**src/design/qds_pkg.sv**
```systemverilog
// Package for the 2x2 quarter downsampler.
// Holds shared types, format and register codes, and arithmetic constants.
// No dependencies.
package qds_pkg;

    // Pixel format codes (format 3 is handled as RGBA)
    localparam logic [1:0] FMT_GRAY = 2'd0;
    localparam logic [1:0] FMT_RGB  = 2'd1;
    localparam logic [1:0] FMT_RGBA = 2'd2;

    // Configuration register indexes
    localparam logic REG_PIXEL_FORMAT = 1'b0;
    localparam logic REG_HARD_TRANSP  = 1'b1;

    localparam int LANE_W   = 8;
    localparam int SUM_W    = 10;
    localparam int RECIP3_W = 10;
    localparam int PROD_W   = SUM_W + RECIP3_W;
    localparam int RECIP3_SHIFT = 11;

    localparam logic [SUM_W-1:0]    ALPHA_FULL_SUM = SUM_W'(255 * 4);
    localparam logic [LANE_W-1:0]   ALPHA_OPAQUE   = LANE_W'(255);
    // floor(x / 3) == (x * 683) >> 11 for every x up to 3 * 255
    localparam logic [RECIP3_W-1:0] RECIP3         = RECIP3_W'(683);

    typedef logic [SUM_W-1:0] sum_t;

    typedef enum logic [1:0] {
        DIV_BY1 = 2'd0,
        DIV_BY2 = 2'd1,
        DIV_BY3 = 2'd2,
        DIV_BY4 = 2'd3
    } div_sel_t;

    // First stage: raw lane sums and sums over pixels with nonzero alpha
    typedef struct packed {
        sum_t [3:0] lane_sum;
        sum_t [2:0] mask_sum;
        logic [2:0] opaque_cnt;
    } s1_t;

    // Second stage: chosen colour sums, divisor and final alpha
    typedef struct packed {
        sum_t [2:0]        color_sum;
        div_sel_t          div_sel;
        logic [LANE_W-1:0] alpha;
        logic [1:0]        fmt;
    } s2_t;

endpackage

```
**src/design/quarter_downsample_2x2_unit.sv**
```systemverilog
// Top level of the 2x2 quarter downsampler: three-stage pipeline and control.
// Depends on qds_pkg, qds_sum_stage, qds_select_stage, qds_div_stage.
//
// Usage:
//   Input channel (in_valid / in_stall) carries the four pixels of one 2x2
//   block; output channel (out_valid / out_stall) carries the averaged pixel.
//   A transfer happens at a rising edge with valid high and stall low.
//   Configuration: pulse cfg_we with cfg_index and cfg_wdata; index 0 is the
//   pixel format, index 1 the hard transparency enable. Write only while the
//   pipeline is empty.
//   Pipeline: each block passes through three registers (sums, select,
//   divide/pack) before its result shows on out_valid.
//   Throughput: one block per cycle, set by the three pipeline registers
//   each of which advances every cycle the stage after it can take data.
//   Stall: out_stall freezes a valid output register; stages behind it keep
//   filling bubbles, and in_stall rises only once every stage is full.
//   Reset: all valid bits clear, format returns to RGBA and hard
//   transparency to off.
module quarter_downsample_2x2_unit
    import qds_pkg::*;
(
    input  logic        clk,
    input  logic        rst_n,
    input  logic        cfg_we,
    input  logic        cfg_index,
    input  logic [1:0]  cfg_wdata,
    input  logic        in_valid,
    output logic        in_stall,
    input  logic [31:0] pixel_top_left,
    input  logic [31:0] pixel_top_right,
    input  logic [31:0] pixel_bottom_left,
    input  logic [31:0] pixel_bottom_right,
    output logic        out_valid,
    input  logic        out_stall,
    output logic [31:0] pixel_out
);

    logic [1:0] fmt_reg;
    logic       hard_transp_reg;

    logic v1_reg;
    logic v2_reg;
    logic v3_reg;
    logic ready1;
    logic ready2;
    logic ready3;

    logic [3:0][31:0] px;
    s1_t              s1;
    s2_t              s2;

    // Configuration registers
    always_ff @(posedge clk or negedge rst_n)
    begin
        if (!rst_n)
        begin
            fmt_reg         <= FMT_RGBA;
            hard_transp_reg <= 1'b0;
        end
        else if (cfg_we)
        begin
            unique case (cfg_index)
                REG_PIXEL_FORMAT: fmt_reg         <= cfg_wdata;
                REG_HARD_TRANSP:  hard_transp_reg <= cfg_wdata[0];
                default:          ;
            endcase
        end
    end

    // A stage advances when it is empty or the stage after it advances
    assign ready3   = !v3_reg || !out_stall;
    assign ready2   = !v2_reg || ready3;
    assign ready1   = !v1_reg || ready2;
    assign in_stall = !ready1;

    // Valid bits travel with the data; hold a stage while the next one is full and cannot advance
    always_ff @(posedge clk or negedge rst_n)
    begin
        if (!rst_n)
        begin
            v1_reg <= 1'b0;
            v2_reg <= 1'b0;
            v3_reg <= 1'b0;
        end
        else
        begin
            if (ready1)
            begin
                v1_reg <= in_valid;
            end
            if (ready2)
            begin
                v2_reg <= v1_reg;
            end
            if (ready3)
            begin
                v3_reg <= v2_reg;
            end
        end
    end

    assign px = {pixel_bottom_right, pixel_bottom_left, pixel_top_right, pixel_top_left};

    qds_sum_stage u_sum (
        .clk    (clk),
        .en     (ready1 && in_valid),
        .px     (px),
        .s1_reg (s1)
    );

    qds_select_stage u_select (
        .clk         (clk),
        .en          (ready2 && v1_reg),
        .s1          (s1),
        .fmt         (fmt_reg),
        .hard_transp (hard_transp_reg),
        .s2_reg      (s2)
    );

    qds_div_stage u_div (
        .clk       (clk),
        .en        (ready3 && v2_reg),
        .s2        (s2),
        .pixel_reg (pixel_out)
    );

    assign out_valid = v3_reg;

endmodule

```
**src/design/qds_sum_stage.sv**
```systemverilog
// First pipeline stage of the quarter downsampler: per-lane sums of the block.
// Depends on qds_pkg.
module qds_sum_stage
    import qds_pkg::*;
(
    input  logic             clk,
    input  logic             en,
    input  logic [3:0][31:0] px,
    output s1_t              s1_reg
);

    s1_t        s1_next;
    logic [3:0] nz_alpha;

    always_comb
    begin
        for (int p = 0; p < 4; p++)
        begin
            nz_alpha[p] = (px[p][31:24] != '0);
        end
        for (int k = 0; k < 4; k++)
        begin
            s1_next.lane_sum[k] = SUM_W'(px[0][8*k +: 8]) + SUM_W'(px[1][8*k +: 8])
                                + SUM_W'(px[2][8*k +: 8]) + SUM_W'(px[3][8*k +: 8]);
        end
        // colour sums over pixels that are not fully transparent
        for (int k = 0; k < 3; k++)
        begin
            s1_next.mask_sum[k] = (nz_alpha[0] ? SUM_W'(px[0][8*k +: 8]) : '0)
                                + (nz_alpha[1] ? SUM_W'(px[1][8*k +: 8]) : '0)
                                + (nz_alpha[2] ? SUM_W'(px[2][8*k +: 8]) : '0)
                                + (nz_alpha[3] ? SUM_W'(px[3][8*k +: 8]) : '0);
        end
        s1_next.opaque_cnt = 3'(nz_alpha[0]) + 3'(nz_alpha[1])
                           + 3'(nz_alpha[2]) + 3'(nz_alpha[3]);
    end

    always_ff @(posedge clk)
    begin
        if (en)
        begin
            s1_reg <= s1_next;
        end
    end

endmodule

```
**src/design/qds_select_stage.sv**
```systemverilog
// Second pipeline stage: picks plain or alpha-aware averaging and the alpha.
// Depends on qds_pkg.
module qds_select_stage
    import qds_pkg::*;
(
    input  logic       clk,
    input  logic       en,
    input  s1_t        s1,
    input  logic [1:0] fmt,
    input  logic       hard_transp,
    output s2_t        s2_reg
);

    s2_t  s2_next;
    sum_t asum;
    logic is_rgba;
    logic mixed;

    always_comb
    begin
        asum    = s1.lane_sum[3];
        is_rgba = (fmt != FMT_GRAY) && (fmt != FMT_RGB);
        mixed   = is_rgba && hard_transp && (asum != '0) && (asum != ALPHA_FULL_SUM);

        s2_next.fmt = fmt;
        if (mixed)
        begin
            s2_next.color_sum = s1.mask_sum;
            s2_next.alpha     = asum[9:2];
            unique case (s1.opaque_cnt)
                3'd1:    s2_next.div_sel = DIV_BY1;
                3'd2:    s2_next.div_sel = DIV_BY2;
                3'd3:    s2_next.div_sel = DIV_BY3;
                default: s2_next.div_sel = DIV_BY4;
            endcase
        end
        else
        begin
            s2_next.color_sum = s1.lane_sum[2:0];
            s2_next.div_sel   = DIV_BY4;
            if (hard_transp)
            begin
                s2_next.alpha = (asum == '0) ? '0 : ALPHA_OPAQUE;
            end
            else
            begin
                s2_next.alpha = asum[9:2];
            end
        end
    end

    always_ff @(posedge clk)
    begin
        if (en)
        begin
            s2_reg <= s2_next;
        end
    end

endmodule

```
**src/design/qds_div_stage.sv**
```systemverilog
// Third pipeline stage: divides the colour sums and packs the output pixel.
// Depends on qds_pkg.
module qds_div_stage
    import qds_pkg::*;
(
    input  logic        clk,
    input  logic        en,
    input  s2_t         s2,
    output logic [31:0] pixel_reg
);

    logic [2:0][LANE_W-1:0] quot;
    logic [2:0][PROD_W-1:0] prod3;
    logic [31:0]            pixel_next;

    always_comb
    begin
        for (int k = 0; k < 3; k++)
        begin
            prod3[k] = PROD_W'(s2.color_sum[k]) * PROD_W'(RECIP3);
            case (s2.div_sel)
                DIV_BY1: quot[k] = s2.color_sum[k][7:0];
                DIV_BY2: quot[k] = s2.color_sum[k][8:1];
                DIV_BY3: quot[k] = prod3[k][RECIP3_SHIFT +: LANE_W];
                default: quot[k] = s2.color_sum[k][9:2];
            endcase
        end
        case (s2.fmt)
            FMT_GRAY: pixel_next = {24'd0, quot[0]};
            FMT_RGB:  pixel_next = {8'd0, quot[2], quot[1], quot[0]};
            default:  pixel_next = {s2.alpha, quot[2], quot[1], quot[0]};
        endcase
    end

    always_ff @(posedge clk)
    begin
        if (en)
        begin
            pixel_reg <= pixel_next;
        end
    end

endmodule

```
**config.mk**
```make
export PLATFORM = sky130hd
export DESIGN_NAME = quarter_downsample_2x2_unit
export DESIGN_NICKNAME = d
export VERILOG_FILES = /design/src/design/qds_pkg.sv /design/src/design/quarter_downsample_2x2_unit.sv /design/src/design/qds_sum_stage.sv /design/src/design/qds_select_stage.sv /design/src/design/qds_div_stage.sv
export SDC_FILE = /design/constraint.sdc
export NUM_CORES = 1
export LEC_CHECK = 0
export ABC_AREA = 1
export ABC_CLOCK_PERIOD_IN_PS = 4700
export BUFFER_PORTS_ARGS = -buffer_cell sky130_fd_sc_hd__buf_2
export CAP_MARGIN = 20
export CORE_MARGIN = 5
export CORE_UTILIZATION = 52
export DETAILED_ROUTE_END_ITERATION = 10
export PLACE_DENSITY = 0.72
export RECOVER_POWER = 25
export SYNTH_ARGS = -nofsm -noshare
export SYNTH_HDL_FRONTEND = slang
export SYNTH_SLANG_ARGS = --single-unit
```
**constraint.sdc**
```tcl
create_clock -name clk -period 4.7 [get_ports clk]
set_input_delay 0.47 -clock clk [delete_from_list [all_inputs] [get_ports clk]]
set_output_delay 0.47 -clock clk [all_outputs]
set_load 0.01 [all_outputs]
```
Word-level counts from Yosys, hierarchy flattened --
Index checks and enable logic that the tools add are counted.
Storage, ports and cells: bits in registers 153, input bits 136, output and inout bits 34, word-level logic and storage cells 102
Cells by class: add/subtract/negate cells 24, multipliers 3, equal/unequal tests 8, muxes and demuxes 20, bitwise gates (word level) 1, reduce and logical (&&, ||, !) cells 26
Operators by type and width (number):
- $mux 8 | 14
- $add 10x10->10 | 9
- $add 10x8->10 | 8
- $pmux 8 s3 | 3
- $pmux 32 s2 | 1
- $mul 10x10->19 const B | 3
- $mux 40 | 1
- $add 8x8->9 | 4
- $reduce_bool 8->1 | 4
- $logic_not 10->1 | 1
- $ne 10x10->1 const B | 1
- $reduce_bool 10->1 | 1
- $logic_and 1x1->1 | 7
- $add 3x1->3 | 2
- $eq 3x2->1 const B | 2
- $pmux 2 s3 | 1
- $logic_not 1->1 | 5
- $eq 2x1->1 const B | 2
- $logic_not 2->1 | 2
- $reduce_and 2->1 | 2
- $eq 3x1->1 const B | 1
- $logic_or 1x1->1 | 3
- $add 1x1->2 | 1
- $eq 2x2->1 const B | 1
- other kinds (3) | 3

Longest topological paths before layout --
Gate-level depths: netlist of run 1.
depth after elaboration 6, gate-level depth with buffers 21, mapped depth without buffers 21

Hierarchy --
A second synthesis of run 1 with hierarchy kept.
Unflattened totals: cells, all modules 2134, area total of the unflattened synthesis 17929.7 um2
Modules (own cells, without submodules):
- qds_sum_stage | instances 1, cells each 944, area each 8199.1 um2, sequential area each 2192.1 um2
- qds_div_stage | instances 1, cells each 939, area each 7374.6 um2, sequential area each 960.9 um2
- qds_select_stage | instances 1, cells each 221, area each 2092.0 um2, sequential area each 1261.2 um2
- quarter_downsample_2x2_unit | instances 1, cells each 30, area each 264.0 um2, sequential area each 151.4 um2

Least setup slack after synthesis of run 1 --
OpenSTA, ideal clock, no wires.
path kind input to register, start point input out_stall, end point register u_sum.s1_reg[0] (netlist bit), enable pin, setup time 0.504 ns, arrival 3.789 ns, required time 4.196 ns, setup slack 0.406 ns, cell stages on the path 5, buffers on the path 0, cells stage by stage nand2_1 nor2_1 inv_1 nor2_1 nor2_1
Between the ends: cells in the longest elaborated chain, start to end 5
RTL lines:
- from (decl) | line quarter_downsample_2x2_unit.sv:34 | input logic out_stall,
- $logic_not 1->1 | line quarter_downsample_2x2_unit.sv:71 | assign ready3 = !v3_reg || !out_stall;
- $logic_or 1x1->1 | line quarter_downsample_2x2_unit.sv:71
- $logic_or 1x1->1 | line quarter_downsample_2x2_unit.sv:72 | assign ready2 = !v2_reg || ready3;
- $logic_or 1x1->1 | line quarter_downsample_2x2_unit.sv:73 | assign ready1 = !v1_reg || ready2;
- $logic_and 1x1->1 | line quarter_downsample_2x2_unit.sv:106 | .en (ready1 && in_valid),
- named net u_sum.en | line qds_sum_stage.sv:7 | input logic en,
- to (signal assigned) | line qds_sum_stage.sv:42 | s1_reg <= s1_next;
- to (decl) | line qds_sum_stage.sv:9 | output s1_t s1_reg
The timed path passes the listed nets, and every way through them passes these cells. A chain may end at the register's enable or synchronous reset.

Worst setup path after layout of run 1 --
start point register u_select.s2_reg[15] (netlist bit), end point register u_div.pixel_reg[3] (data pin)
Between the ends: cells in the longest elaborated chain, start to end 3
RTL lines:
- from (decl) | line qds_select_stage.sv:11 | output s2_t s2_reg
- from (signal assigned) | line qds_select_stage.sv:56 | s2_reg <= s2_next;
- $mul 10x10->19 | line qds_div_stage.sv:20 | prod3[k] = PROD_W'(s2.color_sum[k]) * PROD_W'(RECIP3);
- $pmux 8 s3 * | line qds_div_stage.sv:21 | case (s2.div_sel)
- $pmux 32 s2 * | line qds_div_stage.sv:28 | case (s2.fmt)
- named net u_div.pixel_next[3] | line qds_div_stage.sv:14 | logic [31:0] pixel_next;
- to (signal assigned) | line qds_div_stage.sv:39 | pixel_reg <= pixel_next;
- to (decl) | line qds_div_stage.sv:9 | output logic [31:0] pixel_reg
The timed path passes the listed nets; every way through them passes the cells marked *.

==> results.json, run 1 <==
{
  "yosysUniqueCellTypes": 40,
  "min_period_ps": 4450,
  "die_x_um": 194,
  "clock_skew_ps": 9.78,
  "hp-class": "in -> reg",
  "synth_ff_type": "edfxtp_1",
  "worst_skew_pair.late_latency_ps": 430,
  "arrival_ps": 4620,
  "cpPeakStageDelay_ps": 540,
  "fp-row-count": 67,
  "grt_max_degree": 74,
  "grt_setup_unrepaired": "false",
  "setup_violations": 0,
  "grt.total_usage": 0.220,
  "place_hpwl_um": 34200,
  "vias_per_cell": 5.17,
  "gp_congestion": 0.910,
  "largest_reg_flops": 73,
  "synth_area_um2": 17600,
  "core-area_um2": 33400,
  "clock.fmax_mhz": 225,
  "grt_pass1_vias": 14200,
  "synth_top_area_frac": 0.251,
  "antenna_cells": 0,
  "fin_setup_tns_ps": 0,
  "ant_nets": 0,
  "endpoint_kind": "flop",
  "slew_violations": 25,
  "grt_antenna_before_repair": 0,
  "async_flop_share": 0.0392,
  "mostFrequentLayoutCells": "inv_1 (455), nand2_1 (419), ha_1 (267), fa_1 (152), edfxtp_1 (147)",
  "cts_buffers": 17,
  "clock_tree.buffer_depth": 2,
  "critPathKind": "reg -> reg",
  "die_y_um": 194,
  "period_share": 0.947,
  "layout_commonest_cell": "inv_1",
  "yosysWarnings": 0,
  "fin_nets": 2757,
  "layout-drive-gt1-share": 0.0921,
  "initialDrtViolationCount": 788,
  "cts_sinks": 153,
  "cts-root-buf": "clkbuf_16",
  "ys_seq_area_frac": 0.260,
  "wl_per_cell_um": 15.3,
  "cts_tree": "done",
  "die_area_um2": 37600,
  "drc": 0,
  "first_pass_iters": 5,
  "synth-seq-cells": 153,
  "io-pin-count": 170,
  "syn_inst": 2019,
  "crit_fanout": 6,
  "worst_setup_path_start_kind": "flop",
  "relSlewSlack": -0.0405,
  "portBuffers": 169,
  "worstMarginPinSlew_ps": 1560,
  "status": "finished with violations",
  "vias": 13800,
  "syn_nets": 2574,
  "grt.overflow.total": 0,
  "drt_wl_total_um": 40700,
  "clkTransAtPathRegs_ps": 60,
  "grt_pass1_wl_um": 68800,
  "drv_cap": 1,
  "htree_levels": 4,
  "crit_slowest_cell": "fa_1",
  "synth_edf_count": 147,
  "violations": "max-capacitance violations, max-slew violations",
  "synth_area_leaders": "edfxtp_1 (25%), ha_1 (19%), fa_1 (17%)",
  "synthToLayoutAreaGrowth_pct": 11.2,
  "syn_area_per_cell_um2": 8.71,
  "floorplan.initialDensity": 0.526,
  "path_cells": "ha_1 > fa_1 > inv_1 > fa_1 > inv_1 > fa_1 > ha_1 > ha_1 > a21o_1 > nand2_1 > nand2_1 > nor2_1 > nand2_1 > or2_2 > nand3_1 > nand4_1",
  "hold_violations": 0,
  "worstPathRequired_ps": 4870,
  "synth_top_cell_by_area": "edfxtp_1"
}
-- per-stage QoR --
step	setup slack (ps)	utilization	instances	instance area (um2)	hold WS, ps
finish	250	0.585	2663	19600	265
global route	5.99	0.585	2663	19600	254
CTS	252	0.586	2661	19600	237
detailed placement	250	0.568	2628	19000	306
global placement	224	0.567	2627	19000	299
floorplan	406	-	2019	17600	174
-- path summary, 6_finish.rpt --
check                                               from                      endpoint  slack [ps]  cells after the start
min reg2reg                       fmt_reg[0]$_DFFE_PN0P_  u_select.s2_reg[0]$_DFFE_PP_         460                      0
min in group asynchronous                          rst_n   hard_transp_reg$_DFFE_PN0P_         470                      2
max reg2reg                u_select.s2_reg[15]$_DFFE_PP_  u_div.pixel_reg[3]$_DFFE_PP_         250                     16
max                        u_select.s2_reg[15]$_DFFE_PP_  u_div.pixel_reg[3]$_DFFE_PP_         250                     16
min                                               cfg_we   hard_transp_reg$_DFFE_PN0P_         270                      2
max in group asynchronous                          rst_n        fmt_reg[1]$_DFFE_PN1P_        3940                      2
-- synth_stat cells (all sizes together), types with 8 or more instances --
cell type and instances:
a21oi 132, a221oi 19, buf 12, clkbuf 13
edfxtp 147, fa 152, ha 267, inv 458
nand2 419, nand3 83, nand4 21, nor2 90
nor3 10, o211ai 8, o21ai 51, o21bai 19
xnor2 26, xor2 45
-- layout make-up --
cell class	count	area, um2
Timing Repair Buffer	189	965
Multi-Input combinational cell	1383	11100
Fill cell	2961	13900
Clock inverter	13	170
Tap cell	448	561
Sequential cell	153	4570
Clock buffer	19	433
Inverter	458	1720
-- what timing repair did --
action | 4_1_cts | 5_1_grt
setup endpoints to repair | 0 | 2
hold buffers | 1 | 0
endpoints found under the hold margin | 5 | 0
gates resized for setup | 0 | 1
setup buffers | 0 | 1
-- critical path: cells and delay by family, from the launching register on --
kind,cells,cell delay (ps)
fa+ha+maj,6,2550
flops,1,530
buf+inv,2,120
compound gates,1,200
simple gates,7,810
-- routing by layer --
layer	wire, um	share of wire	vias to the layer above	global-route usage
li1	-	-	6884	-
met1	19300	0.47	6527	0.308
met2	19200	0.47	326	0.372
met3	1730	0.043	37	0.0240
met4	463	0.011	0	0.0492
met5	0	0	-	0
-- kinds of logic (layout without fill, tap and decap cells) --
logic type | after synthesis | after routing | synth area share
DFF | 153 | 153 | 0.260
xor gates and xnor gates | 71 | 71 | 0.0354
muxes | 1 | 1 | 0.000640
adders and majority gates | 419 | 419 | 0.363
and+or+nand+nor | 648 | 648 | 0.155
AOI/OAI and AO/OA | 244 | 244 | 0.0795
buffers and inverters | 483 | 679 | 0.107
Power of run 1 is not shown: default switching activity piles up to over one toggle a cycle in this logic, so the estimate is an artifact.
==> inputs of run 2 (changes only) <==
- PLACE_DENSITY: 0.72 -> unset
- PLACE_DENSITY_LB_ADDON: unset -> 0.12
==> results.json, run 2 (synthesized netlist as in run 1, its figures left out) <==
{
  "status": "finished with violations",
  "violations": "max-capacitance violations, max-slew violations",
  "grt.overflow.total": 0,
  "cts-root-buf": "clkbuf_16",
  "post_cts_buffers": 0,
  "grt_pass1_vias": 13600,
  "critical_path_buf_inv_count": 4,
  "arrival_ps": 4620,
  "place_hpwl_um": 33900,
  "fin_nets": 2755,
  "portBuffers": 169,
  "initialDrtViolationCount": 730,
  "grt_pass1_wl_um": 67400,
  "drc": 0,
  "dp.cells": 2628,
  "die_area_um2": 37600,
  "floorplan.initialDensity": 0.526,
  "drt_wl_total_um": 40400,
  "fin_area_um2": 19600,
  "multiInputGateArea_um2": 11200,
  "endpoint_kind": "flop",
  "fillers": 3062,
  "ant_nets": 0,
  "path_cells": "ha_1 > ha_1 > inv_1 > fa_1 > inv_1 > fa_1 > inv_1 > fa_1 > inv_1 > ha_1 > a21o_1 > a21oi_1 > o21a_1 > nand3_1 > nand3_1 > a21oi_1",
  "worstMarginPinSlew_ps": 2050,
  "cts_tree": "done",
  "cp_top_family": "adder cells",
  "worst_skew_pair.late_latency_ps": 430,
  "seq_area_um2": 4570,
  "critPathKind": "reg -> reg",
  "fp-row-count": 67,
  "layout_commonest_cell": "inv_1",
  "first_pass_iters": 5,
  "io-pin-count": 170,
  "wl_per_cell_um": 15.2,
  "postPlaceCellArea_um2": 19000,
  "grt_antenna_before_repair": 0,
  "worstPathRequired_ps": 4870,
  "cts_buffers": 17,
  "clock.fmax_mhz": 225,
  "core-area_um2": 33400,
  "hp-class": "in -> reg",
  "clkTransAtPathRegs_ps": 70,
  "fin_util": 0.585,
  "grt_setup_unrepaired": "false",
  "htree_levels": 4,
  "gp_congestion": 0.900,
  "mostFrequentLayoutCells": "inv_1 (455), nand2_1 (419), ha_1 (267), fa_1 (152), edfxtp_1 (147)",
  "grt.total_usage": 0.218,
  "antenna_cells": 0,
  "layout-drive-gt1-share": 0.0917,
  "slew_violations": 33,
  "vias_per_cell": 5.07,
  "worst_setup_path_start_kind": "flop",
  "period_share": 0.947,
  "crit_slowest_cell": "edfxtp_1",
  "fin_setup_tns_ps": 0,
  "vias": 13500,
  "min_period_ps": 4450,
  "cts_resized": 0,
  "grt_max_degree": 43,
  "hold_violations": 0,
  "setup_violations": 0,
  "clock_skew_ps": 12.9,
  "die_x_um": 194,
  "largest_reg_flops": 73,
  "synthToLayoutAreaGrowth_pct": 11.3,
  "cpPeakStageDelay_ps": 540,
  "relSlewSlack": -0.367,
  "crit_fanout": 7,
  "die_y_um": 194,
  "fin_cells": 2661,
  "drv_cap": 1,
  "clock_tree.buffer_depth": 2,
  "cts_sinks": 153,
  "crit_top_cell": "inv_1"
}
## run 2: repair_timing
action,CTS,global route
setup endpoints to repair,0,0
hold buffers,1,0
hold endpoints to repair,5,0
## run 2: cell type report
type | count | area share
tap | 448 | 0.0286
sequential | 153 | 0.233
clock buffer | 17 | 0.0217
clock inverter | 15 | 0.0105
multi-input combinational | 1383 | 0.570
timing repair buffer | 187 | 0.0480
inverter | 458 | 0.0880
## run 2: stage by stage
step | hold WS, ps | worst slack (ps)
2_1_floorplan | 174 | 406
3_3_place_gp | 299 | 286
3_5_place_dp | 306 | 264
4_1_cts | 248 | 261
5_1_grt | 270 | 15.2
6_report | 268 | 247
## run 2: worst reg2reg max path, stage by stage (launching register included)
cell	delay [ps]
edfxtp_1	540
ha_1	380
ha_1	290
inv_1	50
fa_1	530
inv_1	50
fa_1	510
inv_1	60
fa_1	490
inv_1	40
ha_1	340
a21o_1	230
a21oi_1	260
o21a_1	170
nand3_1	70
nand3_1	120
a21oi_1	80
## run 2: metal layers
| metal | global-route usage | vias up | share of wire | routed length (um) |
|---|---|---|---|---|
| met3 | 0.0215 | 35 | 0.046 | 1840 |
| met4 | 0.0484 | 0 | 0.016 | 641 |
| met2 | 0.350 | 329 | 0.46 | 18400 |
| met5 | 0 | - | 0 | 0 |
| met1 | 0.322 | 6257 | 0.48 | 19500 |
| li1 | - | 6874 | - | - |
## run 2: final timing paths
| path | startpoint | to | slack [ps] | cells after the start |
|---|---|---|---|---|
| setup / recovery | u_select.s2_reg[27]$_DFFE_PP_ | u_div.pixel_reg[12]$_DFFE_PP_ | 250 | 16 |
| hold / removal | cfg_we | hard_transp_reg$_DFFE_PN0P_ | 270 | 2 |
| setup reg to reg | u_select.s2_reg[27]$_DFFE_PP_ | u_div.pixel_reg[12]$_DFFE_PP_ | 250 | 16 |
| hold reg to reg | fmt_reg[0]$_DFFE_PN0P_ | u_select.s2_reg[0]$_DFFE_PP_ | 480 | 0 |
| max in group asynchronous | rst_n | fmt_reg[1]$_DFFE_PN1P_ | 3950 | 2 |
| min in group asynchronous | rst_n | hard_transp_reg$_DFFE_PN0P_ | 460 | 2 |
Power of run 2 is left out for the same reason.
